===== config.mk =====
export PLATFORM = sky130hd
export DESIGN_NAME = ring_buffer_audio_player_unit_flat
export DESIGN_NICKNAME = d
export VERILOG_FILES = /design/src/sv/rbap_pkg.sv /design/src/sv/rbap_req_if.sv /design/src/sv/rbap_rsp_if.sv /design/src/sv/ring_buffer_audio_player_unit.sv /design/src/flat_wrapper.sv
export SDC_FILE = /design/constraint.sdc
export NUM_CORES = 2
export LEC_CHECK = 0
export BUFFER_PORTS_ARGS = -buffer_cell sky130_fd_sc_hd__buf_4
export CORE_UTILIZATION = 30
export DETAILED_ROUTE_END_ITERATION = 8
export PLACE_DENSITY = 0.47
export SLEW_MARGIN = 20
export SYNTH_ARGS = -nofsm -noshare
export SYNTH_HDL_FRONTEND = slang
export SYNTH_SLANG_ARGS = --single-unit

===== constraint.sdc =====
create_clock -name clk_i -period 6.3 [get_ports clk_i]
set_clock_uncertainty 0.05 [all_clocks]
set_input_delay 0.63 -clock clk_i [delete_from_list [all_inputs] [get_ports clk_i]]
set_output_delay 0.63 -clock clk_i [all_outputs]
set_load 0.005 [all_outputs]

===== src/sv/rbap_pkg.sv =====
package rbap_pkg;

  // Request codes carried in req_type
  typedef enum logic [1:0] {
    REQ_TICK  = 2'd0,
    REQ_WRITE = 2'd1,
    REQ_CLEAR = 2'd2
  } req_type_e;

  // Configuration register word indexes (byte address = 4 * index)
  typedef enum logic [1:0] {
    REG_AUDIO_SIZE = 2'd0,
    REG_PAUSE_THR  = 2'd1,
    REG_RESUME_THR = 2'd2
  } reg_idx_e;

  localparam int unsigned PADDR_W = 4;
  localparam int unsigned PDATA_W = 32;

  localparam logic [31:0] AUDIO_SIZE_RST = 32'd0;
  localparam logic [15:0] PAUSE_THR_RST  = 16'd384;
  localparam logic [15:0] RESUME_THR_RST = 16'd128;

  // Input transaction payload
  typedef struct packed {
    logic [1:0] req_type;
    logic [7:0] sample_byte;
  } req_t;

  // Result transaction payload
  typedef struct packed {
    logic [7:0] pwm_duty;
    logic       output_enabled;
    logic       halt_receive;
    logic       is_stopped;
  } rsp_t;

endpackage


===== src/sv/rbap_req_if.sv =====
interface rbap_req_if;
  logic               valid;
  logic               ready;
  rbap_pkg::req_t     data;

  modport source (output valid, output data, input ready);
  modport sink   (input valid, input data, output ready);
endinterface


===== src/sv/rbap_rsp_if.sv =====
interface rbap_rsp_if;
  logic               valid;
  logic               ready;
  rbap_pkg::rsp_t     data;

  modport source (output valid, output data, input ready);
  modport sink   (input valid, input data, output ready);
endinterface


===== src/sv/ring_buffer_audio_player_unit.sv =====
// Channel   Dir  Handshake         Payload
// req_i     in   valid/ready       req_type, sample_byte
// rsp_o     out  valid/ready       pwm_duty, output_enabled, halt_receive, is_stopped
// APB       in   psel/penable      audio_size, pause_threshold, resume_threshold
//
// One transaction per cycle unless rsp_o stalls; each request produces its result in the
// cycle after acceptance, held in a single output register.
// The sample store is read every cycle at the next play position, so a tick
// always sees a registered byte; a bypass covers a write to that position.
// A fill mark makes never-written store entries read as zero; no clearing pass.
// rst_ni clears all control state; a reset request clears playback only.
// req_i.ready is high whenever the output register is empty or being drained.
module ring_buffer_audio_player_unit #(
  parameter int unsigned BUFFER_DEPTH = 512
) (
  input  logic                          clk_i,
  input  logic                          rst_ni,
  rbap_req_if.sink                      req_i,
  rbap_rsp_if.source                    rsp_o,
  input  logic                          psel,
  input  logic                          penable,
  input  logic                          pwrite,
  input  logic [rbap_pkg::PADDR_W-1:0]  paddr,
  input  logic [rbap_pkg::PDATA_W-1:0]  pwdata,
  output logic [rbap_pkg::PDATA_W-1:0]  prdata,
  output logic                          pready
);

  localparam int unsigned AW = (BUFFER_DEPTH > 1) ? $clog2(BUFFER_DEPTH) : 1;
  localparam int unsigned FW = $clog2(BUFFER_DEPTH + 1);
  localparam logic [AW-1:0] IDX_LAST = AW'(BUFFER_DEPTH - 1);
  localparam logic [FW-1:0] FILL_MAX = FW'(BUFFER_DEPTH);

  // Configuration registers
  logic [31:0] audio_size_q;
  logic [15:0] pause_thr_q;
  logic [15:0] resume_thr_q;

  // Playback state
  logic [31:0]   rc_q, rc_d;
  logic [31:0]   pc_q, pc_d;
  logic [AW-1:0] rc_idx_q, rc_idx_d;
  logic [AW-1:0] pc_idx_q, pc_idx_d;
  logic [FW-1:0] fill_q, fill_d;
  logic          halt_q, halt_d;
  logic          stopped_q, stopped_d;
  logic [7:0]    duty_q, duty_d;
  logic          drive_q, drive_d;

  // Store and its read path
  logic [7:0]    mem [BUFFER_DEPTH];
  logic [7:0]    rd_q;
  logic          rd_valid_q;
  logic          byp_hit_q;
  logic [7:0]    byp_byte_q;
  logic [7:0]    cur_byte;
  logic          wr_en;

  // Output register
  logic           out_valid_q;
  rbap_pkg::rsp_t out_q;

  logic          in_accept;
  logic          cfg_wr;
  logic [31:0]   pc_inc;
  logic [32:0]   resume_sum;
  logic [32:0]   pause_sum;

  assign in_accept = req_i.valid && req_i.ready;
  assign req_i.ready = !out_valid_q || rsp_o.ready;
  assign rsp_o.valid = out_valid_q;
  assign rsp_o.data  = out_q;

  // APB register file
  assign pready = 1'b1;
  assign cfg_wr = psel && penable && pwrite;

  always_ff @(posedge clk_i or negedge rst_ni) begin
    if (!rst_ni) begin
      audio_size_q <= rbap_pkg::AUDIO_SIZE_RST;
      pause_thr_q  <= rbap_pkg::PAUSE_THR_RST;
      resume_thr_q <= rbap_pkg::RESUME_THR_RST;
    end else if (cfg_wr) begin
      case (paddr[3:2])
        rbap_pkg::REG_AUDIO_SIZE: audio_size_q <= pwdata;
        rbap_pkg::REG_PAUSE_THR:  pause_thr_q  <= pwdata[15:0];
        rbap_pkg::REG_RESUME_THR: resume_thr_q <= pwdata[15:0];
        default: ;
      endcase
    end
  end

  always_comb begin
    prdata = '0;
    if (paddr[1:0] == 2'b00) begin
      case (paddr[3:2])
        rbap_pkg::REG_AUDIO_SIZE: prdata = audio_size_q;
        rbap_pkg::REG_PAUSE_THR:  prdata = {16'd0, pause_thr_q};
        rbap_pkg::REG_RESUME_THR: prdata = {16'd0, resume_thr_q};
        default:                  prdata = '0;
      endcase
    end
  end

  // Byte at the current play position: same-cycle write, then fill mark
  assign cur_byte = byp_hit_q ? byp_byte_q : (rd_valid_q ? rd_q : 8'd0);

  assign pc_inc     = pc_q + 32'd1;
  assign resume_sum = {1'b0, pc_inc} + {17'd0, resume_thr_q};
  assign pause_sum  = {1'b0, pc_inc} + {17'd0, pause_thr_q};

  // Next-state logic for one request
  always_comb begin
    rc_d      = rc_q;
    pc_d      = pc_q;
    rc_idx_d  = rc_idx_q;
    pc_idx_d  = pc_idx_q;
    fill_d    = fill_q;
    halt_d    = halt_q;
    stopped_d = stopped_q;
    duty_d    = duty_q;
    drive_d   = drive_q;
    wr_en     = 1'b0;
    if (in_accept) begin
      case (req_i.data.req_type)
        rbap_pkg::REQ_TICK: begin
          if (rc_q != 32'd0) begin
            if (stopped_q) begin
              stopped_d = 1'b0;
              drive_d   = 1'b1;
            end else begin
              if (pc_q >= audio_size_q) begin
                drive_d   = 1'b0;
                stopped_d = 1'b1;
              end
              duty_d = cur_byte;
              pc_d   = pc_inc;
              // index follows count mod depth, including the 2^32 wrap
              if (pc_q == 32'hFFFF_FFFF || pc_idx_q == IDX_LAST) begin
                pc_idx_d = '0;
              end else begin
                pc_idx_d = pc_idx_q + AW'(1);
              end
              if (halt_q) begin
                if ({1'b0, rc_q} < resume_sum) halt_d = 1'b0;
              end else begin
                if ({1'b0, rc_q} >= pause_sum) halt_d = 1'b1;
              end
            end
          end
        end
        rbap_pkg::REQ_WRITE: begin
          wr_en = 1'b1;
          rc_d  = rc_q + 32'd1;
          if (rc_q == 32'hFFFF_FFFF || rc_idx_q == IDX_LAST) begin
            rc_idx_d = '0;
          end else begin
            rc_idx_d = rc_idx_q + AW'(1);
          end
          // writes always land at or below the fill mark
          if (FW'(rc_idx_q) == fill_q && fill_q < FILL_MAX) begin
            fill_d = fill_q + FW'(1);
          end
        end
        rbap_pkg::REQ_CLEAR: begin
          rc_d      = '0;
          pc_d      = '0;
          rc_idx_d  = '0;
          pc_idx_d  = '0;
          halt_d    = 1'b0;
          stopped_d = 1'b1;
          duty_d    = 8'd0;
          drive_d   = 1'b0;
        end
        default: ;
      endcase
    end
  end

  // State registers
  always_ff @(posedge clk_i or negedge rst_ni) begin
    if (!rst_ni) begin
      rc_q        <= '0;
      pc_q        <= '0;
      rc_idx_q    <= '0;
      pc_idx_q    <= '0;
      fill_q      <= '0;
      halt_q      <= 1'b0;
      stopped_q   <= 1'b1;
      duty_q      <= 8'd0;
      drive_q     <= 1'b0;
      rd_valid_q  <= 1'b0;
      byp_hit_q   <= 1'b0;
      out_valid_q <= 1'b0;
    end else begin
      rc_q        <= rc_d;
      pc_q        <= pc_d;
      rc_idx_q    <= rc_idx_d;
      pc_idx_q    <= pc_idx_d;
      fill_q      <= fill_d;
      halt_q      <= halt_d;
      stopped_q   <= stopped_d;
      duty_q      <= duty_d;
      drive_q     <= drive_d;
      rd_valid_q  <= FW'(pc_idx_d) < fill_d;
      byp_hit_q   <= wr_en && (rc_idx_q == pc_idx_d);
      if (in_accept) begin
        out_valid_q <= 1'b1;
      end else if (rsp_o.ready) begin
        out_valid_q <= 1'b0;
      end
    end
  end

  // Sample store: one write port, one registered read at the next play position
  always_ff @(posedge clk_i) begin
    if (wr_en) begin
      mem[rc_idx_q] <= req_i.data.sample_byte;
    end
    rd_q       <= mem[pc_idx_d];
    byp_byte_q <= req_i.data.sample_byte;
  end

  // Result register
  always_ff @(posedge clk_i) begin
    if (in_accept) begin
      out_q.pwm_duty       <= duty_d;
      out_q.output_enabled <= drive_d;
      out_q.halt_receive   <= halt_d;
      out_q.is_stopped     <= stopped_d;
    end
  end

  // Output drive and stopped state are always complementary
  a_drive_vs_stop: assert property (@(posedge clk_i) disable iff (!rst_ni)
    drive_q != stopped_q)
    else $error("drive enable and stopped flag disagree");

  // Fill mark never passes the store depth
  a_fill_bound: assert property (@(posedge clk_i) disable iff (!rst_ni)
    fill_q <= FILL_MAX)
    else $error("fill mark beyond store depth");

  // A reset request shows up as a stopped, silent result
  a_clear_rsp: assert property (@(posedge clk_i) disable iff (!rst_ni)
    (in_accept && req_i.data.req_type == rbap_pkg::REQ_CLEAR) |=>
      (out_valid_q && out_q.is_stopped && !out_q.output_enabled &&
       !out_q.halt_receive && out_q.pwm_duty == 8'd0))
    else $error("reset request result not cleared");

  // Every accepted request leaves a result in the output register
  a_accept_rsp: assert property (@(posedge clk_i) disable iff (!rst_ni)
    in_accept |=> out_valid_q)
    else $error("accepted request produced no result");

  // A reset request clears both indexes and the played count
  a_idx_track: assert property (@(posedge clk_i) disable iff (!rst_ni)
    (in_accept && req_i.data.req_type == rbap_pkg::REQ_CLEAR) |=>
      (pc_idx_q == '0 && rc_idx_q == '0 && pc_q == 32'd0))
    else $error("indexes not cleared with counts");

endmodule

===== src/flat_wrapper.sv =====
// flat-port wrapper written by rule: the top's interface ports become plain ports
module ring_buffer_audio_player_unit_flat 
#(
  parameter int unsigned BUFFER_DEPTH = 512
)
  (clk_i, rst_ni, psel, penable, pwrite, paddr, pwdata, prdata, pready, req_i_valid, req_i_data, req_i_ready, rsp_o_valid, rsp_o_data, rsp_o_ready);
  rbap_req_if req_i_i ();
  rbap_rsp_if rsp_o_i ();
  input  logic clk_i;
  input  logic rst_ni;
  input  logic psel;
  input  logic penable;
  input  logic pwrite;
  input  logic [rbap_pkg::PADDR_W-1:0] paddr;
  input  logic [rbap_pkg::PDATA_W-1:0] pwdata;
  output logic [rbap_pkg::PDATA_W-1:0] prdata;
  output logic pready;
  input wire logic [$bits(req_i_i.valid)-1:0] req_i_valid;
  input wire logic [$bits(req_i_i.data)-1:0] req_i_data;
  output wire logic [$bits(req_i_i.ready)-1:0] req_i_ready;
  output wire logic [$bits(rsp_o_i.valid)-1:0] rsp_o_valid;
  output wire logic [$bits(rsp_o_i.data)-1:0] rsp_o_data;
  input wire logic [$bits(rsp_o_i.ready)-1:0] rsp_o_ready;
  assign req_i_i.valid = req_i_valid;
  assign req_i_i.data = req_i_data;
  assign req_i_ready = req_i_i.ready;
  assign rsp_o_valid = rsp_o_i.valid;
  assign rsp_o_data = rsp_o_i.data;
  assign rsp_o_i.ready = rsp_o_ready;
  ring_buffer_audio_player_unit #(.BUFFER_DEPTH(BUFFER_DEPTH)) u_core (.clk_i(clk_i), .rst_ni(rst_ni), .req_i(req_i_i), .rsp_o(rsp_o_i), .psel(psel), .penable(penable), .pwrite(pwrite), .paddr(paddr), .pwdata(pwdata), .prdata(prdata), .pready(pready));
endmodule

== Word-level counts from Yosys, hierarchy flattened ==
Memory sizes are Yosys's and may differ from the RTL's. A register that Yosys moved wholly into a read port is not among the register bits.
Index checks and enable logic that the tools add are counted.
Word-level totals
  bits in registers: 189
  memory bits (writable): 4096
  bits of input ports: 53
  output and inout bits: 46
  word-level logic and storage cells: 111
  memories: 1
Operators by class
  add/subtract/negate cells: 7
  order comparisons: 5
  equality and inequality tests: 12
  muxes and demuxes: 45
  reductions and logical operators: 21
Memory list
  u_core.mem: words 512, width 8, read ports 1, clocked after Yosys merged registers in 1, wr ports 1, RTL line ring_buffer_audio_player_unit.sv:51  | logic [7:0] mem [BUFFER_DEPTH];
Operators by type and width (count)
  $pmux 32 s2: 2
  $mux 32: 3
  $pmux 32 s3: 1
  $add 32x16->33: 2
  $add 32x1->32 const B: 2
  $eq 32x32->1 const B: 2
  $mux 9: 5
  $mux 8: 5
  $pmux 9 s2: 2
  $ge 32x33->1: 1
  $lt 32x33->1: 1
  $ge 32x32->1: 1
  $reduce_bool 32->1: 1
  $mux 10: 3
  $mux 1: 20
  $add 9x1->9 const B: 2
  $eq 9x9->1 const B: 2
  $pmux 8 s2: 1
  $add 10x1->10 const B: 1
  $eq 9x10->1: 1
  $lt 10x10->1 const B: 1
  $lt 9x10->1: 1
  $eq 9x9->1: 1
  $reduce_and 2->1: 4
  11 further kinds: 25

== Depth between registers and ports, before layout ==
  word-level depth: 9
  mapped depth: 27

== Worst setup path after synthesis ==
Ideal clock, no wire load.
  kind: register to register
  start: register u_core.pc_q[0]
  end: register u_core.out_q (netlist bit u_core.rsp_o.data[1]) (data pin)
  setup time: 0.266 ns
  arrival: 4.888 ns
  path slack: 1.096 ns
  stages on the path, launching flop included: 27
  cells stage by stage: dfrtp_1 ha_1 inv_1 fa_1 nor2b_1 o21ai_0 a21boi_0 o21ai_0 a21oi_1 o2111ai_1 nand3_1 a41oi_1 o21ai_1 nand2_1 xnor2_1 ha_1 a21o_1 a21o_1 a21oi_1 nor2b_1 o21ai_0 nand2b_1 a21o_1 a21o_1 a221oi_1 o41ai_1 a311o_1
On the way
  cells in the longest elaborated chain, start to end: 9
  elaborated cells on any way between the ends: 12
Ends and longest elaborated chain
  from (decl): RTL line ring_buffer_audio_player_unit.sv:41  | logic [31:0] pc_q, pc_d;
  from (signal assigned): RTL line ring_buffer_audio_player_unit.sv:197  | pc_q <= pc_d;
  $add 32x1->32 (*): RTL line ring_buffer_audio_player_unit.sv:108  | assign pc_inc = pc_q + 32'd1;
  $add 32x16->33 (on tied branches): RTL line ring_buffer_audio_player_unit.sv:110, ring_buffer_audio_player_unit.sv:109
  $ge 32x33->1 / $lt 32x33->1 (equally long branches): RTL line ring_buffer_audio_player_unit.sv:147, ring_buffer_audio_player_unit.sv:145
  $mux 1 (on tied branches): RTL line ring_buffer_audio_player_unit.sv:147, ring_buffer_audio_player_unit.sv:145
  $mux 1 (*): RTL line ring_buffer_audio_player_unit.sv:144  | if (halt_q) begin
  $mux 1 (*): RTL line ring_buffer_audio_player_unit.sv:128  | if (stopped_q) begin
  $mux 1 (*): RTL line ring_buffer_audio_player_unit.sv:127  | if (rc_q != 32'd0) begin
  $pmux 1 s2 (*): RTL line ring_buffer_audio_player_unit.sv:125  | case (req_i.data.req_type)
  $mux 1 (*): RTL line ring_buffer_audio_player_unit.sv:124  | if (in_accept) begin
  named net u_core.halt_d: RTL line ring_buffer_audio_player_unit.sv:45  | logic halt_q, halt_d;
  to (decl): RTL line ring_buffer_audio_player_unit.sv:61  | rbap_pkg::rsp_t out_q;
The timed path passes the listed nets; every way through them passes the cells marked *.
A chain may end at the register's enable or synchronous reset.

== Worst setup path after layout ==
  start: register u_core.pc_q[0]
  end: register u_core.rd_q[5] (read register of u_core.mem)
On the way
  cells in the longest elaborated chain, start to end: 7
Ends and longest elaborated chain
  $eq 32x32->1: RTL line ring_buffer_audio_player_unit.sv:139  | if (pc_q == 32'hFFFF_FFFF || pc_idx_q == IDX_LAST) begin
  $logic_or 1x1->1: RTL line ring_buffer_audio_player_unit.sv:139
  $mux 9: RTL line ring_buffer_audio_player_unit.sv:139
  $mux 9: RTL line ring_buffer_audio_player_unit.sv:128
  $mux 9: RTL line ring_buffer_audio_player_unit.sv:127
  $pmux 9 s2: RTL line ring_buffer_audio_player_unit.sv:125
  $mux 9: RTL line ring_buffer_audio_player_unit.sv:124
  to (decl): RTL line ring_buffer_audio_player_unit.sv:52  | logic [7:0] rd_q;
No other way between the ends.

==> metrics.cfg <==
[clocking]
cts_buffers=451
cts_buffer_depth=4
clock-sinks=4293
path_clk_slew_ns=0.06
post-cts-setup-buffers=0
clk_latency_ns=1.06
cts-htree-levels=5
cts_tree=yes
cts.root.buffer_cell=clkbuf_16

[sta]
fin_crit_ns=6.174
slew_headroom=0.1697
worst_pin_slew_ns=1.245
final_hold_viol_count=0
fmax_ghz=0.1620
finalCritPeriodShare=0.9800
whs_ns=0.05386
finalSetupTns_ns=0
finalMaxSlewViolations=0
setup_slack_ns=0.1258
finalSetupViolations=0
rsz0062_at_grt=false

[die]
pin_count=99
start_util=0.3011
core-area_um2=585400
rows=281
die_y_um=768.5
dieArea_um2=590500
dieWidth_um=768.5

[synth]
synthTopCellsByArea=edfxtp_1, mux4_2, nand2_1, nand3_1, dfrtp_1
syn_nets=12171
yosysTopAreaCell=edfxtp_1
yosysSeqAreaShare=0.7258
async_flop_share=0.03960
synthFlopType=edfxtp_1
synth-edff-count=4107
ys_seq_elements=4293
syn_inst=11967
yosysUniqueCellTypes=85
syn_area_um2=176200
yosys_warnings=0
syn_area_per_cell_um2=14.73
yosys.area.top_type_share=0.6998

[global_routing]
grt_usage=0.1764
antenna_found_initial=29
grt_max_degree=171
grt.overflow.total=0
grt_pass1_vias=101816
grt_pass1_wl_um=769000

[placed_design]
place.gp.congestion=0.8179
post-place-ws_ns=-0.3966
numPortBuffers=97
dpl.hpwl_um=321800

[critical_path]
max_stage_delay_ns=0.81
required_ns=7.17
path_class=reg2reg
crit_slowest_cell=o22ai_1
start_kind=register
cp_max_fo=71
endpoint_kind=register
cp.arrival_ns=7.05
crit_path_cell_trace=ha_1 > nand3_1 > or4_4 > o31a_1 > buf_4 > o21ai_4 > and2_4 > inv_8 > buf_12 > a211oi_1 > a311oi_1 > or4_1 > o22ai_1 > nor3_1 > buf_4 > or4_1

[drt]
drt-initial-drc-count=9272
wire_per_inst_um=26.48
ant_nets=0
drt_wl_total_um=537700
drt-vias-per-instance=5.082
num_vias=103194
drc_errors=0
firstDrtPassIters=5

[min_path]
hp-class=in2reg

[power_and_ir_drop]
ir_drop_v=0.0002725
total_power_mw=68.24
powerDensity_nw_per_um2=336.1
leakage_nw=65.62

[outcome]
outcome=finished clean

[finish]
layout.nets=12338
final_layout_size_suffix_gt1_frac=0.1348
syn_to_final_growth_pct=15.20

[job]
drv_cap=0

critical path, delay by kind of cell, from the launching register on:
kind,cells,cell delay (ns)
compound gates,5,1.69
fa+ha+maj,1,0.25
buf+inv,4,0.88
flops,1,0.42
simple gates,6,2.61
synthesized netlist by cell type (16+ instances only):
master and count:
edfxtp_1 4107, nand2_1 2270, nand3_1 1206, nor2_1 637
clkbuf_1 439, mux4_2 408, mux2i_1 347, a311oi_1 232
buf_2 198, dfrtp_1 166, ha_1 149, and3_1 144
inv_1 132, buf_1 130, a221oi_1 115, a31oi_1 108
a21oi_1 103, a211oi_1 98, o21ai_0 87, mux2_2 78
xnor2_1 74, xor2_1 66, a32oi_1 58, nand4_1 58
a21o_1 50, and2_1 48, nor3_1 34, nor4_1 33
nor3b_1 30, buf_4 28, or4_1 27, o22ai_1 26
nand2b_1 22, a21boi_0 20, o2111ai_1 19, o211ai_1 19
a22o_1 17, dfxtp_1 16
cell families after synthesis:
family / share of synthesized area
fa+ha+maj: 0.01081
simple gates: 0.1130
buf+inv: 0.02211
flops: 0.7258
xor+xnor: 0.006957
other cells: 0.00002128
mux: 0.07683
compound gates: 0.04451
layout by cell type (no fill, tap or decap), types with 102 or more instances in the layout:
cell type  count
a311oi_1     232
and3_1       143
a31oi_1      108
dfrtp_1      166
ha_1         149
a221oi_1     115
buf_12       105
inv_1        131
nor2_1       626
edfxtp_1    4107
nand2_1     2270
clkbuf_16    458
a21oi_1      102
nand3_1     1187
mux2i_1      347
mux4_2       408
buf_4        363
registers in the layout, summed over array words and instances (netlist names), 8 cells and up:
signal	flops
u_core.audio_size_q	32
u_core.byp_byte_q	8
u_core.duty_q	8
u_core.fill_q	10
u_core.mem	4096
u_core.pause_thr_q	16
u_core.pc_idx_q	9
u_core.pc_q	32
u_core.rc_idx_q	9
u_core.rc_q	32
u_core.rd_q	8
u_core.resume_thr_q	16
u_core.rsp_o.data	11
metrics by stage:
stage                     utilization  instance area (um2)  cells
after floorplan                     -               176200  11967
after global placement         0.3212               188000  19426
after detailed placement       0.3212               188100  19426
after CTS                      0.3467               203000  20293
after global routing           0.3468               203000  20299
final                          0.3468               203000  20306
layer usage:
metal | vias to the layer above | wire length, um | global-route usage
met1 | 53519 | 243500 | 0.2536
li1 | 45987 | - | -
met2 | 3057 | 249200 | 0.2812
met3 | 623 | 31010 | 0.02515
met5 | - | 47 | 0
met4 | 8 | 14020 | 0.04478
cell type report:
type | instances | area, um2
clock inverters | 260 | 2554
well taps | 7782 | 9737
clock buffers | 570 | 12000
inverters | 136 | 540.5
fillers | 56151 | 382400
flip-flops and latches | 4293 | 127900
diodes | 13 | 32.53
repair buffers | 514 | 5331
multi-input cells | 6738 | 44930
where the power goes:
group	switching, mW	leakage (nW)	internal (mW)	total [mW]
Combinational	6.58	19.3	3.29	9.87
Sequential	0.293	39.2	31.5	31.8
Clock	11.5	7.10	15.1	26.6
Total	18.3	65.6	49.9	68.2
timing repair:
| action | in CTS | in global routing |
|---|---|---|
| gates resized for setup | 0 | 1 |
| hold buffers | 37 | 0 |
| endpoints found under the setup margin | 0 | 1 |
| hold endpoints to repair | 282 | 0 |
worst paths after layout:
kind                       cells after the start                                 to                  startpoint  slack, ns
max                                           16             u_core.rd_q[5]$_DFF_P_  u_core.pc_q[0]$_DFFE_PN0P_       0.13
max reg2reg                                   16             u_core.rd_q[5]$_DFF_P_  u_core.pc_q[0]$_DFFE_PN0P_       0.13
min in group asynchronous                      2  u_core.pause_thr_q[2]$_DFFE_PN0P_                      rst_ni       0.27
min                                            1        u_core.mem[99][5]$_DFFE_PP_               req_i_data[5]       0.05
max in group asynchronous                      3         u_core.fill_q[0]$_DFF_PN0_                      rst_ni       4.48
min reg2reg                                    2         u_core.fill_q[9]$_DFF_PN0_  u_core.fill_q[9]$_DFF_PN0_       0.45
No activity file was read; power rests on OpenSTA's default activity.
